**src/hw/rtl/assert_macros.svh**
```systemverilog
// Assertion macros shared by the locator RTL files.
// Each macro wraps one clocked concurrent assertion with a synchronous-reset guard.
`ifndef ASSERT_MACROS_SVH
`define ASSERT_MACROS_SVH

// Same-cycle implication: when ante holds, cons must hold too.
`define ASSERT_IMPLIES(label, clk, rst, ante, cons, msg) \
  label: assert property (@(posedge clk) disable iff (rst) (ante) |-> (cons)) \
    else $error(msg);

// Next-cycle implication: when ante holds, cons must hold in the next cycle.
`define ASSERT_NEXT(label, clk, rst, ante, cons, msg) \
  label: assert property (@(posedge clk) disable iff (rst) (ante) |=> (cons)) \
    else $error(msg);

`endif

```
**src/hw/rtl/tlvcfl_pkg.sv**
```systemverilog
// Shared types and constants for the TLV content field locator.
// Used by the parser, the result register and the top level; no dependencies.
package tlvcfl_pkg;

  // Parser phases.
  typedef enum logic [1:0] {
    PH_TYPE = 2'd0,
    PH_LEN  = 2'd1,
    PH_EXT  = 2'd2,
    PH_SKIP = 2'd3
  } phase_t;

  // First length byte codes.
  localparam logic [7:0] LEN_DIRECT_MAX = 8'hFC;
  localparam logic [7:0] LEN_EXT2_CODE  = 8'hFD;
  localparam logic [7:0] LEN_EXT4_CODE  = 8'hFE;

  // Number of extended length bytes that follow each code.
  localparam logic [3:0] EXT2_BYTES = 4'd2;
  localparam logic [3:0] EXT4_BYTES = 4'd4;
  localparam logic [3:0] EXT8_BYTES = 4'd8;

  localparam logic [15:0] POS_MAX = 16'hFFFF;

  // Configuration register indexes and reset values.
  localparam logic CFG_OUTER_TYPE  = 1'b0;
  localparam logic CFG_TARGET_TYPE = 1'b1;
  localparam logic [7:0] OUTER_TYPE_RESET  = 8'd6;
  localparam logic [7:0] TARGET_TYPE_RESET = 8'd21;

  typedef struct packed {
    logic [7:0] outer_type;
    logic [7:0] target_type;
  } cfg_t;

  typedef struct packed {
    logic        found;
    logic [7:0]  tlv_type;
    logic [63:0] value_length;
    logic [15:0] value_offset;
  } result_t;

endpackage

```
**src/hw/rtl/tlvcfl_parser.sv**
```systemverilog
// Byte-wide TLV walker: holds the parse state and forms at most one result per word.
// Depends on tlvcfl_pkg and assert_macros.svh.
`include "assert_macros.svh"

module tlvcfl_parser
  import tlvcfl_pkg::*;
(
  input  logic    clk,
  input  logic    rst,
  input  logic    accept,
  input  logic [7:0] pkt_byte,
  input  logic    last_byte,
  input  cfg_t    cfg,
  output logic    res_valid,
  output result_t res
);

  phase_t      phase, phase_next;
  logic [3:0]  left, left_next;
  logic [63:0] accum, accum_next;
  logic [15:0] pos, pos_next;
  logic [63:0] skip, skip_next;
  logic [7:0]  cur_type, cur_type_next;
  logic        reported, reported_next;

  logic [15:0] pos_inc;
  logic [3:0]  left_dec;
  logic [63:0] skip_dec;
  logic        len_done;
  logic        hit;
  logic [16:0] off_sum;
  logic [15:0] end_off;

  always_ff @(posedge clk) begin
    if (rst) begin
      phase    <= PH_TYPE;
      left     <= '0;
      accum    <= '0;
      pos      <= '0;
      skip     <= '0;
      cur_type <= '0;
      reported <= 1'b0;
    end else if (accept) begin
      phase    <= phase_next;
      left     <= left_next;
      accum    <= accum_next;
      pos      <= pos_next;
      skip     <= skip_next;
      cur_type <= cur_type_next;
      reported <= reported_next;
    end
  end

  assign pos_inc  = (pos != POS_MAX) ? pos + 16'd1 : pos;
  assign left_dec = (left != 4'd0) ? left - 4'd1 : 4'd0;
  assign skip_dec = (skip != 64'd0) ? skip - 64'd1 : 64'd0;

  always_comb begin
    phase_next    = phase;
    left_next     = left;
    accum_next    = accum;
    pos_next      = pos;
    skip_next     = skip;
    cur_type_next = cur_type;
    reported_next = reported;
    len_done      = 1'b0;
    hit           = 1'b0;

    if (!reported) begin
      case (phase)
        PH_LEN: begin
          pos_next = pos_inc;
          if (pkt_byte <= LEN_DIRECT_MAX) begin
            accum_next = {56'd0, pkt_byte};
            len_done   = 1'b1;
          end else begin
            accum_next = '0;
            if (pkt_byte == LEN_EXT2_CODE) begin
              left_next = EXT2_BYTES;
            end else if (pkt_byte == LEN_EXT4_CODE) begin
              left_next = EXT4_BYTES;
            end else begin
              left_next = EXT8_BYTES;
            end
            phase_next = PH_EXT;
          end
        end
        PH_EXT: begin
          pos_next   = pos_inc;
          accum_next = {accum[55:0], pkt_byte};
          left_next  = left_dec;
          len_done   = (left_dec == 4'd0);
        end
        PH_SKIP: begin
          pos_next  = pos_inc;
          skip_next = skip_dec;
          if (skip_dec == 64'd0) begin
            phase_next = PH_TYPE;
          end
        end
        default: begin
          pos_next      = pos_inc;
          cur_type_next = pkt_byte;
          accum_next    = '0;
          phase_next    = PH_LEN;
        end
      endcase

      // Length field complete: report, enter, or skip the value.
      if (len_done) begin
        if (cur_type == cfg.target_type) begin
          hit = 1'b1;
        end else if (cur_type == cfg.outer_type || accum_next == 64'd0) begin
          phase_next = PH_TYPE;
        end else begin
          skip_next  = accum_next;
          phase_next = PH_SKIP;
        end
      end

      if (hit && !last_byte) begin
        reported_next = 1'b1;
      end
    end

    // A packet that ends inside a skipped value reports where the skip would end.
    off_sum = {1'b0, pos_next} + {1'b0, skip_next[15:0]};
    end_off = pos_next;
    if (phase_next == PH_SKIP) begin
      if (skip_next[63:16] != 48'd0 || off_sum >= {1'b0, POS_MAX}) begin
        end_off = POS_MAX;
      end else begin
        end_off = off_sum[15:0];
      end
    end

    // Every end of packet re-arms the parser.
    if (last_byte) begin
      phase_next    = PH_TYPE;
      left_next     = '0;
      accum_next    = '0;
      pos_next      = '0;
      skip_next     = '0;
      cur_type_next = '0;
      reported_next = 1'b0;
    end
  end

  assign res_valid = accept && !reported && (hit || last_byte);

  always_comb begin
    res.found        = hit;
    res.value_length = (phase == PH_TYPE) ? 64'd0 :
                       (phase == PH_LEN && pkt_byte <= LEN_DIRECT_MAX) ? {56'd0, pkt_byte} :
                       (phase == PH_LEN) ? 64'd0 :
                       (phase == PH_EXT) ? {accum[55:0], pkt_byte} : accum;
    res.tlv_type     = (phase == PH_TYPE) ? pkt_byte : cur_type;
    res.value_offset = hit ? pos_inc : end_off;
  end

  `ASSERT_NEXT(a_hold_hit, clk, rst, res_valid && hit && !last_byte, reported, "hit not held")
  `ASSERT_NEXT(a_rearm, clk, rst, accept && last_byte, pos == 16'd0 && !reported, "no re-arm")
  `ASSERT_IMPLIES(a_quiet_done, clk, rst, reported, !res_valid, "result after report")
  `ASSERT_IMPLIES(a_skip_nonzero, clk, rst, phase == PH_SKIP, skip != 64'd0, "empty skip")

endmodule

```
**src/hw/rtl/tlvcfl_out_reg.sv**
```systemverilog
// Result register for the locator: holds one result word until the sink takes it.
// Depends on tlvcfl_pkg and assert_macros.svh.
`include "assert_macros.svh"

module tlvcfl_out_reg
  import tlvcfl_pkg::*;
(
  input  logic    clk,
  input  logic    rst,
  input  logic    in_valid,
  input  result_t in_res,
  output logic    in_ready,
  output logic    out_valid,
  input  logic    out_ready,
  output result_t out_res
);

  logic valid;
  result_t res_q;

  // A new word may enter whenever the held word is empty or leaves this cycle.
  assign in_ready = !valid || out_ready;

  always_ff @(posedge clk) begin
    if (rst) begin
      valid <= 1'b0;
    end else if (in_ready) begin
      valid <= in_valid;
    end
  end

  always_ff @(posedge clk) begin
    if (in_ready && in_valid) begin
      res_q <= in_res;
    end
  end

  assign out_valid = valid;
  assign out_res   = res_q;

  `ASSERT_IMPLIES(a_no_overwrite, clk, rst, in_valid, in_ready, "result offered while full")

endmodule

```
**src/hw/rtl/tlv_content_field_locator.sv**
```systemverilog
// TLV content field locator, top level: a stream of packet bytes comes in, one byte per
// word with tlast on the final byte. The block walks the type-length-value elements
// (one-byte type, then a length byte up to 0xFC or 0xFD/0xFE/0xFF followed by 2, 4 or 8
// big-endian length bytes), enters the element whose type is outer_type_code and skips
// the value of any other. At the first element of type target_type_code it sends one
// result word with found set, the element's type, its length and the offset of its first
// value byte; the rest of that packet is then consumed silently. A packet that ends first
// yields one result with found clear and the last parse state. Offsets saturate at 65535.
// The block takes one byte per cycle while s_tready is high: each byte updates the parse
// state when it is accepted, and the result register in front of the master side lets
// the next byte enter in the cycle a waiting result leaves. s_tready drops only while that
// register is full and m_tready is low. Depends on tlvcfl_pkg, tlvcfl_parser and tlvcfl_out_reg.

module tlv_content_field_locator
  import tlvcfl_pkg::*;
(
  input  logic        clk,
  input  logic        rst,
  // Configuration write port: index 0 is outer_type_code, index 1 is target_type_code.
  input  logic        cfg_we,
  input  logic        cfg_index,
  input  logic [7:0]  cfg_data,
  // Slave side.
  input  logic        s_tvalid,
  output logic        s_tready,
  input  logic [7:0]  s_tdata,   // [7:0] pkt_byte
  input  logic        s_tlast,   // last_byte
  // Master side.
  output logic        m_tvalid,
  input  logic        m_tready,
  output logic [87:0] m_tdata,   // [7:0] tlv_type, [71:8] value_length, [87:72] value_offset
  output logic        m_tuser    // found
);

  cfg_t    cfg;
  logic    accept;
  logic    res_valid;
  result_t res;
  result_t out_res;

  // Config registers: the user ensures they are only written while no packet is in flight.
  always_ff @(posedge clk) begin
    if (rst) begin
      cfg.outer_type  <= OUTER_TYPE_RESET;
      cfg.target_type <= TARGET_TYPE_RESET;
    end else if (cfg_we) begin
      case (cfg_index)
        CFG_OUTER_TYPE:  cfg.outer_type  <= cfg_data;
        CFG_TARGET_TYPE: cfg.target_type <= cfg_data;
        default: begin
        end
      endcase
    end
  end

  // A word is accepted whenever the result register can absorb what it might produce.
  assign accept = s_tvalid && s_tready;

  tlvcfl_parser u_parser (
    .clk       (clk),
    .rst       (rst),
    .accept    (accept),
    .pkt_byte  (s_tdata),
    .last_byte (s_tlast),
    .cfg       (cfg),
    .res_valid (res_valid),
    .res       (res)
  );

  tlvcfl_out_reg u_out_reg (
    .clk       (clk),
    .rst       (rst),
    .in_valid  (res_valid),
    .in_res    (res),
    .in_ready  (s_tready),
    .out_valid (m_tvalid),
    .out_ready (m_tready),
    .out_res   (out_res)
  );

  // Pack the result word: type in the low byte, then length, then offset.
  assign m_tdata = {out_res.value_offset, out_res.value_length, out_res.tlv_type};
  assign m_tuser = out_res.found;

endmodule

```
**config.mk**
```make
export PLATFORM = sky130hd
export DESIGN_NAME = tlv_content_field_locator
export DESIGN_NICKNAME = d
export VERILOG_FILES = /design/src/hw/rtl/tlvcfl_pkg.sv /design/src/hw/rtl/tlvcfl_parser.sv /design/src/hw/rtl/tlvcfl_out_reg.sv /design/src/hw/rtl/tlv_content_field_locator.sv
export VERILOG_INCLUDE_DIRS = /design/src /design/src/hw/rtl
export SDC_FILE = /design/constraint.sdc
export NUM_CORES = 1
export LEC_CHECK = 0
export BUFFER_PORTS_ARGS = -buffer_cell sky130_fd_sc_hd__buf_2
export CORE_AREA = 5 5 241 243
export CTS_BUF_LIST = sky130_fd_sc_hd__clkbuf_8
export CTS_CLUSTER_DIAMETER = 50
export DETAILED_ROUTE_END_ITERATION = 8
export DIE_AREA = 0 0 246 248
export HOLD_SLACK_MARGIN = 0.05
export PLACE_DENSITY_LB_ADDON = 0.3
export REMOVE_ABC_BUFFERS = 1
export SLEW_MARGIN = 20
export SYNTH_ARGS = -nofsm -noshare
export SYNTH_HDL_FRONTEND = slang
export SYNTH_SLANG_ARGS = --single-unit
export TNS_END_PERCENT = 1
```
**constraint.sdc**
```tcl
create_clock -name clk -period 13.4 [get_ports clk]
set_input_delay 2.68 -clock clk [delete_from_list [all_inputs] [get_ports clk]]
set_output_delay 2.68 -clock clk [all_outputs]
set_load 0.1 [all_outputs]
```
Word level (Yosys, flattened, before mapping)
Cells that the tools add are included.
{"block": "word_totals", "in_bits": 23, "out_inout_bits": 91, "wordCells": 112, "register_bits": 265}
{"block": "classes", "magnitude_cmp": 2, "eq_ne": 12, "n_reduce_logical": 28, "bitwise_logic": 1, "muxes": 50, "n_addsub": 4}
{"cell": "$mux 64", "count": 11}
{"cell": "$pmux 64 s3", "count": 1}
{"cell": "$logic_not 64->1", "count": 2}
{"cell": "$mux 16", "count": 6}
{"cell": "$reduce_bool 64->1", "count": 1}
{"cell": "$sub 64x1->64 const B", "count": 1}
{"cell": "$mux 8", "count": 7}
{"cell": "$reduce_bool 48->1", "count": 1}
{"cell": "$mux 4", "count": 6}
{"cell": "$add 16x16->17", "count": 1}
{"cell": "$ge 17x16->1 const B", "count": 1}
{"cell": "$add 16x1->16 const B", "count": 1}
{"cell": "$eq 8x8->1", "count": 2}
{"cell": "$eq 8x8->1 const B", "count": 2}
{"cell": "$ne 16x16->1 const B", "count": 1}
{"cell": "$mux 2", "count": 7}
{"cell": "$mux 1", "count": 9}
{"cell": "$le 8x8->1 const B", "count": 1}
{"cell": "$pmux 4 s2", "count": 1}
{"cell": "$eq 2x2->1 const B", "count": 3}
{"cell": "$logic_and 1x1->1", "count": 6}
{"cell": "$pmux 2 s3", "count": 1}
{"cell": "$reduce_and 2->1", "count": 3}
{"cell": "$reduce_or 3->1", "count": 2}
{"cell": "15 further kinds", "count": 20}

Logic depth before layout (Yosys ltp)
Gate-level depths: netlist (run 1).
{"block": "depth", "word_depth": 16, "mapped_depth": 32, "depth_no_buf": 26}

By module
Synthesis (run 1) repeated with hierarchy kept, for this count alone.
{"block": "unflattened", "hier_cells": 2187, "hier_area_um2": 17195.2}
{"mod": "tlvcfl_parser", "cells_each": 2025, "seq_area_each_um2": 3183.1, "n_inst": 1, "area_per_inst_um2": 13770.7}
{"mod": "tlvcfl_out_reg", "cells_each": 94, "seq_area_each_um2": 2692.6, "n_inst": 1, "area_per_inst_um2": 2727.6}
{"mod": "tlv_content_field_locator", "cells_each": 68, "seq_area_each_um2": 320.3, "n_inst": 1, "area_per_inst_um2": 696.9}

Least setup slack after synthesis (run 1)
No wires, ideal clock.
{"block": "synth_timing", "path_kind": "input-to-reg", "start": "in s_tdata[0]", "end": "reg u_out_reg.res_q, in the netlist u_out_reg.out_res[14], data pin", "arrival_ns": 7.802, "required_time_ns": 13.137, "slack_ns": 5.334, "path_stages": 27, "path_cell_list": "clkbuf_1 > o211a_1 > a21oi_1 > a221oi_1 > a31oi_1 > o31ai_1 > buf_2 > buf_2 > clkbuf_1 > buf_1 > o211ai_1 > o21ai_0 > a21oi_1 > ha_1 > nor2b_1 > o21ai_0 > a21boi_0 > o21a_1 > o211ai_1 > a21oi_1 > o31a_1 > o21ai_0 > nor2_1 > nor4_4 > and3_4 > buf_12 > a211oi_2"}
{"item": "start, declared", "line": "tlv_content_field_locator.sv:26", "text": "input logic [7:0] s_tdata,"}
{"item": "end signal, assigned", "line": "tlvcfl_out_reg.sv:34", "text": "res_q <= in_res;"}
{"item": "end, declared", "line": "tlvcfl_out_reg.sv:19", "text": "result_t res_q;"}

==> metrics, run 1 <==
endpoints failing hold=0; n_diodes=0; Finished Layout Cells=2831; initial DRC count=about 1700; Vias=~16000; TritonCTS clock tree=yes; Max clock buf depth=3; Yosys cell types=98; largest net degree at the start of global routing=100; htree depth=2; # DRC=0; antenna viol nets, final=0; Final GP Congestion=about 1; Syn. warnings=0; fill count=5955; skew final=between 0.02 and 0.03 ns; number of max-cap violations=0; CTS sink count=between 200 and 300; crit start category=input port; fin nets=between 2000 and 2500; final core occ=33.6%; Post-synth top flop=dfxtp_1; fin area=around 0.019 mm2; hold_buf cts=0; status=finished, final reports clean; DR WL/cell=about 23 um; most frequent cells in the layout=nor2_1, dfxtp_1, a22oi_1; DP HPWL=46.5 mm; P_leak=roughly 0.0068 uW; Worst-Skew Late Latency=0.65 ns; f_max=126 MHz; kind of critical path=in2reg; min Tclk post-route=7.96 ns; Crit path arrival time=8.37 ns; die area=0.0610 mm2; Post-Route WL=~65 mm; Worst EP required=13.81 ns; largest stage delay on the critical path=0.49 ns; Die H=between 200 and 250 um; vias in the first global route=15321; IO Count=114; synthesized area per cell=8.22 um2; number of synthesized flops with an enable pin=89; area of the core=~0.056 mm2; Mapped Area=0.0165 mm2; Worst-path clk slew=0.06 ns; placed cell count=2734; synth-to-layout area growth=13.7%; vias per inst=5.75; FFs w/ async S/R, synth=0%; Std-Cell Rows=between 80 and 90; flops & latches, synth=265; DR pass1 iterations=8; max_slew headroom=23.3%; power per unit of standard cell area=102 mW/mm2; register area=~0.0062 mm2; Final Cycle Share=between 50% and 60%; fraction of layout cells with a size suffix above 1=14.7%; Top cell by count, worst path=a21oi_1; Die X=246 um; Seq/Total Area, Yosys=37.6%; VDD IR-drop max=63.8 uV; initial antenna violation count=1; family with the most delay on the worst path=compound AO/OA/AOI/OAI gates; worst-path maximum fanout=56; Worst Tran Pin Value=1.14 ns; setup violators final=0; Design Power=1910 uW; GRT overflow=0; post-CTS setup buffer count=0; Root Buffer=clkbuf_8; critical path capture point type=register; first-pass GRT wire length=roughly 100 mm; CP bufs+invs=4; Multi-input gate area=approximately 0.0096 mm2; Port Buf Inserts=113; RSZ-0062 raised after global routing=no; Initial Utilization=slightly below 30%; Total GRT Usage=20.4%; TritonCTS Buffers=51; TNS Setup=0 ns; commonest non-fill, non-tap cell in the layout=nor2_1; worst hold path class=reg2reg; slowest CP cell=a21boi_0; Placed Area=0.0176 mm2; Final Max Slew Viols=0; cts repair resizes=0; post-synthesis cell count=2006
-- area by class of cell --
cell class              count  share of cell area, %
multi-input cells        1545                   51.0
flip-flops and latches    265                   33.1
well taps                 756                   5.05
clock buffers              68                   4.99
repair buffers            143                   4.34
clock inverters            28                   1.02
inverters                  26                  0.527
-- report_power, final --
group / switching (uW) / total, uW / internal [uW]
logic: 153 / 183 / 29.3
clock network: 379 / 874 / 495
registers: 7.65 / 852 / 845
total: 540 / 1910 / 1370
-- sequential cells by signal, indices dropped and copies added, names as in the netlist --
register / cells
cfg: 16
u_parser.cur_type: 8
u_parser.pos: 16
u_parser.skip: 64
u_out_reg.out_valid: 1
u_out_reg.out_res: 89
u_parser.left: 4
u_parser.phase: 2
u_parser.accum: 64
u_parser.reported: 1
-- through the flow --
| stage | hold WS, ns | setup WS (ns) |
|---|---|---|
| 6_report | 0.467 | 5.44 |
| 5_1_grt | 0.488 | 5.06 |
| 4_1_cts | 0.471 | 5.48 |
| 3_5_place_dp | 0.462 | 4.79 |
| 3_3_place_gp | 0.459 | 4.99 |
| 2_1_floorplan | 0.442 | 2.19 |
-- metal layers --
| metal | up-vias | track usage, % | wire (um) |
|---|---|---|---|
| met3 | 146 | 3.96 | 4770 |
| met4 | 2 | 7.65 | 2490 |
| met2 | 698 | 32.9 | 29500 |
| li1 | 7475 | - | - |
| met1 | 7969 | 27.3 | 28200 |
| met5 | - | 0 | 13 |
-- kinds of logic (layout without fill, tap and decap cells) --
logic type               count (synthesis)  in the layout  synth area share (%)
AO/OA/AOI/OAI                          520            520                  21.4
XOR/XNOR                                80             80                  4.25
adder cells (fa/ha/maj)                 25             25                  1.94
buffers and inverters                  196            265                  4.90
flip-flops                             265            265                  37.6
multiplexers                            74             74                  4.57
AND/OR/NAND/NOR                        846            846                  25.4
-- cells in the mapped netlist (21+ instances only) --
master,instances,area share [%]
edfxtp_1,89,16
and3_1,22,0.83
nand3_1,32,0.97
a21oi_1,137,4.2
xnor2_1,37,2.0
buf_1,21,0.48
clkbuf_1,120,2.7
inv_1,26,0.59
nor3_1,80,2.4
ha_1,24,1.8
nor4_1,51,1.9
buf_2,21,0.64
dfxtp_1,176,21
mux2i_1,63,3.8
xor2_1,43,2.3
o21ai_0,54,1.6
nand2_1,127,2.9
nand4_1,29,1.1
a22oi_1,168,7.6
nor2_1,361,8.2
-- worst min-delay path, cell delays in order, from the launching register on --
cell and delay, ns:
dfxtp_1 0.32, nand2_1 0.05, a21oi_1 0.05
-- worst paths after layout --
kind              cells after the start  slack, ns                    end               from
setup / recovery                     27       5.44  u_out_reg.out_res[15]         s_tdata[0]
setup reg to reg                     25       5.62  u_out_reg.out_res[15]  u_parser.phase[0]
hold / removal                        2       0.47                 cfg[5]             cfg[5]
hold reg to reg                       2       0.47                 cfg[5]             cfg[5]
(Power assumes the default switching activity.)
==> run 2: changes to the inputs <==
--- a/config.mk
+++ b/config.mk
@@ -6,12 +6,13 @@
 export SDC_FILE = /design/constraint.sdc
 export NUM_CORES = 1
 export LEC_CHECK = 0
+export ABC_AREA = 1
 export BUFFER_PORTS_ARGS = -buffer_cell sky130_fd_sc_hd__buf_2
-export CORE_AREA = 5 5 241 243
+export CORE_AREA = 5 5 256 258
 export CTS_BUF_LIST = sky130_fd_sc_hd__clkbuf_8
 export CTS_CLUSTER_DIAMETER = 50
 export DETAILED_ROUTE_END_ITERATION = 8
-export DIE_AREA = 0 0 246 248
+export DIE_AREA = 0 0 261 263
 export HOLD_SLACK_MARGIN = 0.05
 export PLACE_DENSITY_LB_ADDON = 0.3
 export REMOVE_ABC_BUFFERS = 1
==> constraint.sdc (replaced) <==
create_clock -name clk -period 8.2 [get_ports clk]
set_input_delay 1.64 -clock clk [delete_from_list [all_inputs] [get_ports clk]]
set_output_delay 1.64 -clock clk [all_outputs]
set_load 0.1 [all_outputs]
==> metrics, run 2 <==
Worst EP required=8.59 ns; Largest register FFs=89; dpl ws=1.13 ns; largest stage delay on the critical path=around 0.51 ns; P_leak=~0.0096 uW; GRT overflow=0; synth top area cells=nand2_1, dfxtp_1, edfxtp_1, nand3_1, inv_1; Finished Layout Cells=around 4000; f_max=150 MHz; most frequent cells in the layout=nand2_1, inv_1, nor2_1; Die X=261 um; area of the core=0.0627 mm2; placed cell count=3887; Die H=263 um; setup violators final=0; kind of critical path=reg2reg; Worst-path clk slew=0.06 ns; most common cell in the netlist=nand2_1; status=finished, final reports clean; min Tclk post-route=6.67 ns; vias per inst=4.96; area leader, netlist=nand2_1; Post-synth top flop=dfxtp_1; DR WL/cell=17.2 um; CTS sink count=265; hold_buf cts=0; number of max-cap violations=0; Worst Tran Pin Value=0.986 ns; Initial Utilization=29.8%; die area=~0.07 mm2; Synth top area share=22.0%; Syn. warnings=0; synth cell count leaders=nand2_1, inv_1, nor2_1; Final Max Slew Viols=0; Worst-Skew Late Latency=0.64 ns; RSZ-0062 raised after global routing=no; FFs w/ async S/R, synth=0%; power per unit of standard cell area=150 mW/mm2; Std-Cell Rows=92; crit start category=register; TNS Setup=0 ns; post-synthesis cell count=3046; Final GP Congestion=0.970; IO Count=114; DR pass1 iterations=6; initial antenna violation count=1; fin nets=3142; Reg2Reg Setup Slack=1.53 ns; max_slew headroom=34.3%; skew final=0.0275 ns; cts repair resizes=0; slowest CP cell=nor2_4; Final Cycle Share=about four fifths; DP HPWL=49.3 mm; initial DRC count=roughly 1800; synthesized area per cell=6.13 um2; Top cell by count, worst path=nand2_1; worst-path maximum fanout=41; Mapped Area=around 0.019 mm2; Post-Route WL=slightly below 70 mm; htree depth=2; Yosys cell types=46; Max clock buf depth=3; post-CTS setup buffer count=0; endpoints failing hold=0; fraction of layout cells with a size suffix above 1=9.34%; largest net degree at the start of global routing=80; antenna viol nets, final=0; first-pass GRT wire length=between 100 and 150 mm; Root Buffer=clkbuf_8; Crit path arrival time=7.06 ns; number of synthesized flops with an enable pin=89; Port Buf Inserts=113; TritonCTS clock tree=yes; # DRC=0; vias in the first global route=18488; commonest non-fill, non-tap cell in the layout=nand2_1; Seq/Total Area, Yosys=33.2%; flops & latches, synth=265; TritonCTS Buffers=51; final worst setup slack=around 1.5 ns; critical path capture point type=register; synth-to-layout area growth=12.1%; VDD IR-drop max=118 uV; Total GRT Usage=between 10% and 20%; Vias=19762; worst hold path class=reg2reg
==> run 2: cell types whose count changed after synthesis, moves of 46 or more <==
cell | before | now
nor4_1 | 51 | 5
mux2i_1 | 63 | 0
a22oi_1 | 168 | 1
a21oi_1 | 137 | 206
nand3_1 | 32 | 255
nor3_1 | 80 | 10
o21ai_0 | 54 | 174
inv_1 | 26 | 313
nor2_1 | 361 | 298
nand2_1 | 127 | 1096
==> run 2: final timing paths <==
check | depth (start not counted) | startpoint | to
max | 35 | u_parser.phase[0] | u_out_reg.out_res[0]
min | 2 | u_parser.cur_type[3] | u_parser.cur_type[3]
max reg2reg | 35 | u_parser.phase[0] | u_out_reg.out_res[0]
min reg2reg | 2 | u_parser.cur_type[3] | u_parser.cur_type[3]
==> run 2: report_power, final <==
group	total, uW	internal, uW	switching, uW
registers	1390	1380	12.4
logic	324	52.0	272
clock network	1410	782	631
total	3130	2220	916
==> run 2: cell type report <==
| type | count | area (um2) |
|---|---|---|
| inverters | 323 | 1220 |
| clock buffers | 55 | 757 |
| flip-flops and latches | 265 | 6200 |
| well taps | 846 | 1060 |
| repair buffers | 144 | 813 |
| multi-input cells | 2309 | 10600 |
| clock inverters | 40 | 319 |
| fillers | 7026 | 41800 |
| diodes | 1 | 2.50 |
==> run 2: cell families (layout without fill, tap and decap cells) <==
| family | Yosys count | after routing | share of synthesized area, % |
|---|---|---|---|
| compound gates | 493 | 493 | 14.1 |
| xor+xnor | 34 | 34 | 1.59 |
| fa+ha+maj | 25 | 25 | 1.71 |
| buf+inv | 472 | 562 | 10.4 |
| flops | 265 | 265 | 33.2 |
| other cells | 0 | 1 | 0 |
| simple gates | 1757 | 1757 | 39.0 |
==> run 2: metal layers <==
layer	vias to the layer above	GRT usage [%]	share of wire, %
li1	9902	-	-
met1	9153	26.7	45
met4	0	5.45	2.8
met2	599	31.9	46
met5	-	0	0
met3	108	2.51	6.0
==> run 2: metrics by stage <==
stage                     area, um2  total power (uW)  hold slack (ns)  util (%)
after CTS                     20900              3170            0.468      33.4
after floorplan               17900              1640            0.439         -
after detailed placement      19900              1750            0.460      31.7
after global placement        19900              1750            0.452      31.7
after global routing          20900              3260            0.488      33.4
final                         20900              3130            0.468      33.4
==> run 2: worst max-delay path, delay by kind of cell, from the launching register on <==
kind,cells,cell delay (ns)
buf+inv,3,0.47
xor+xnor,1,0.21
compound gates,5,0.82
fa+ha+maj,3,1.07
flops,1,0.42
simple gates,23,3.37
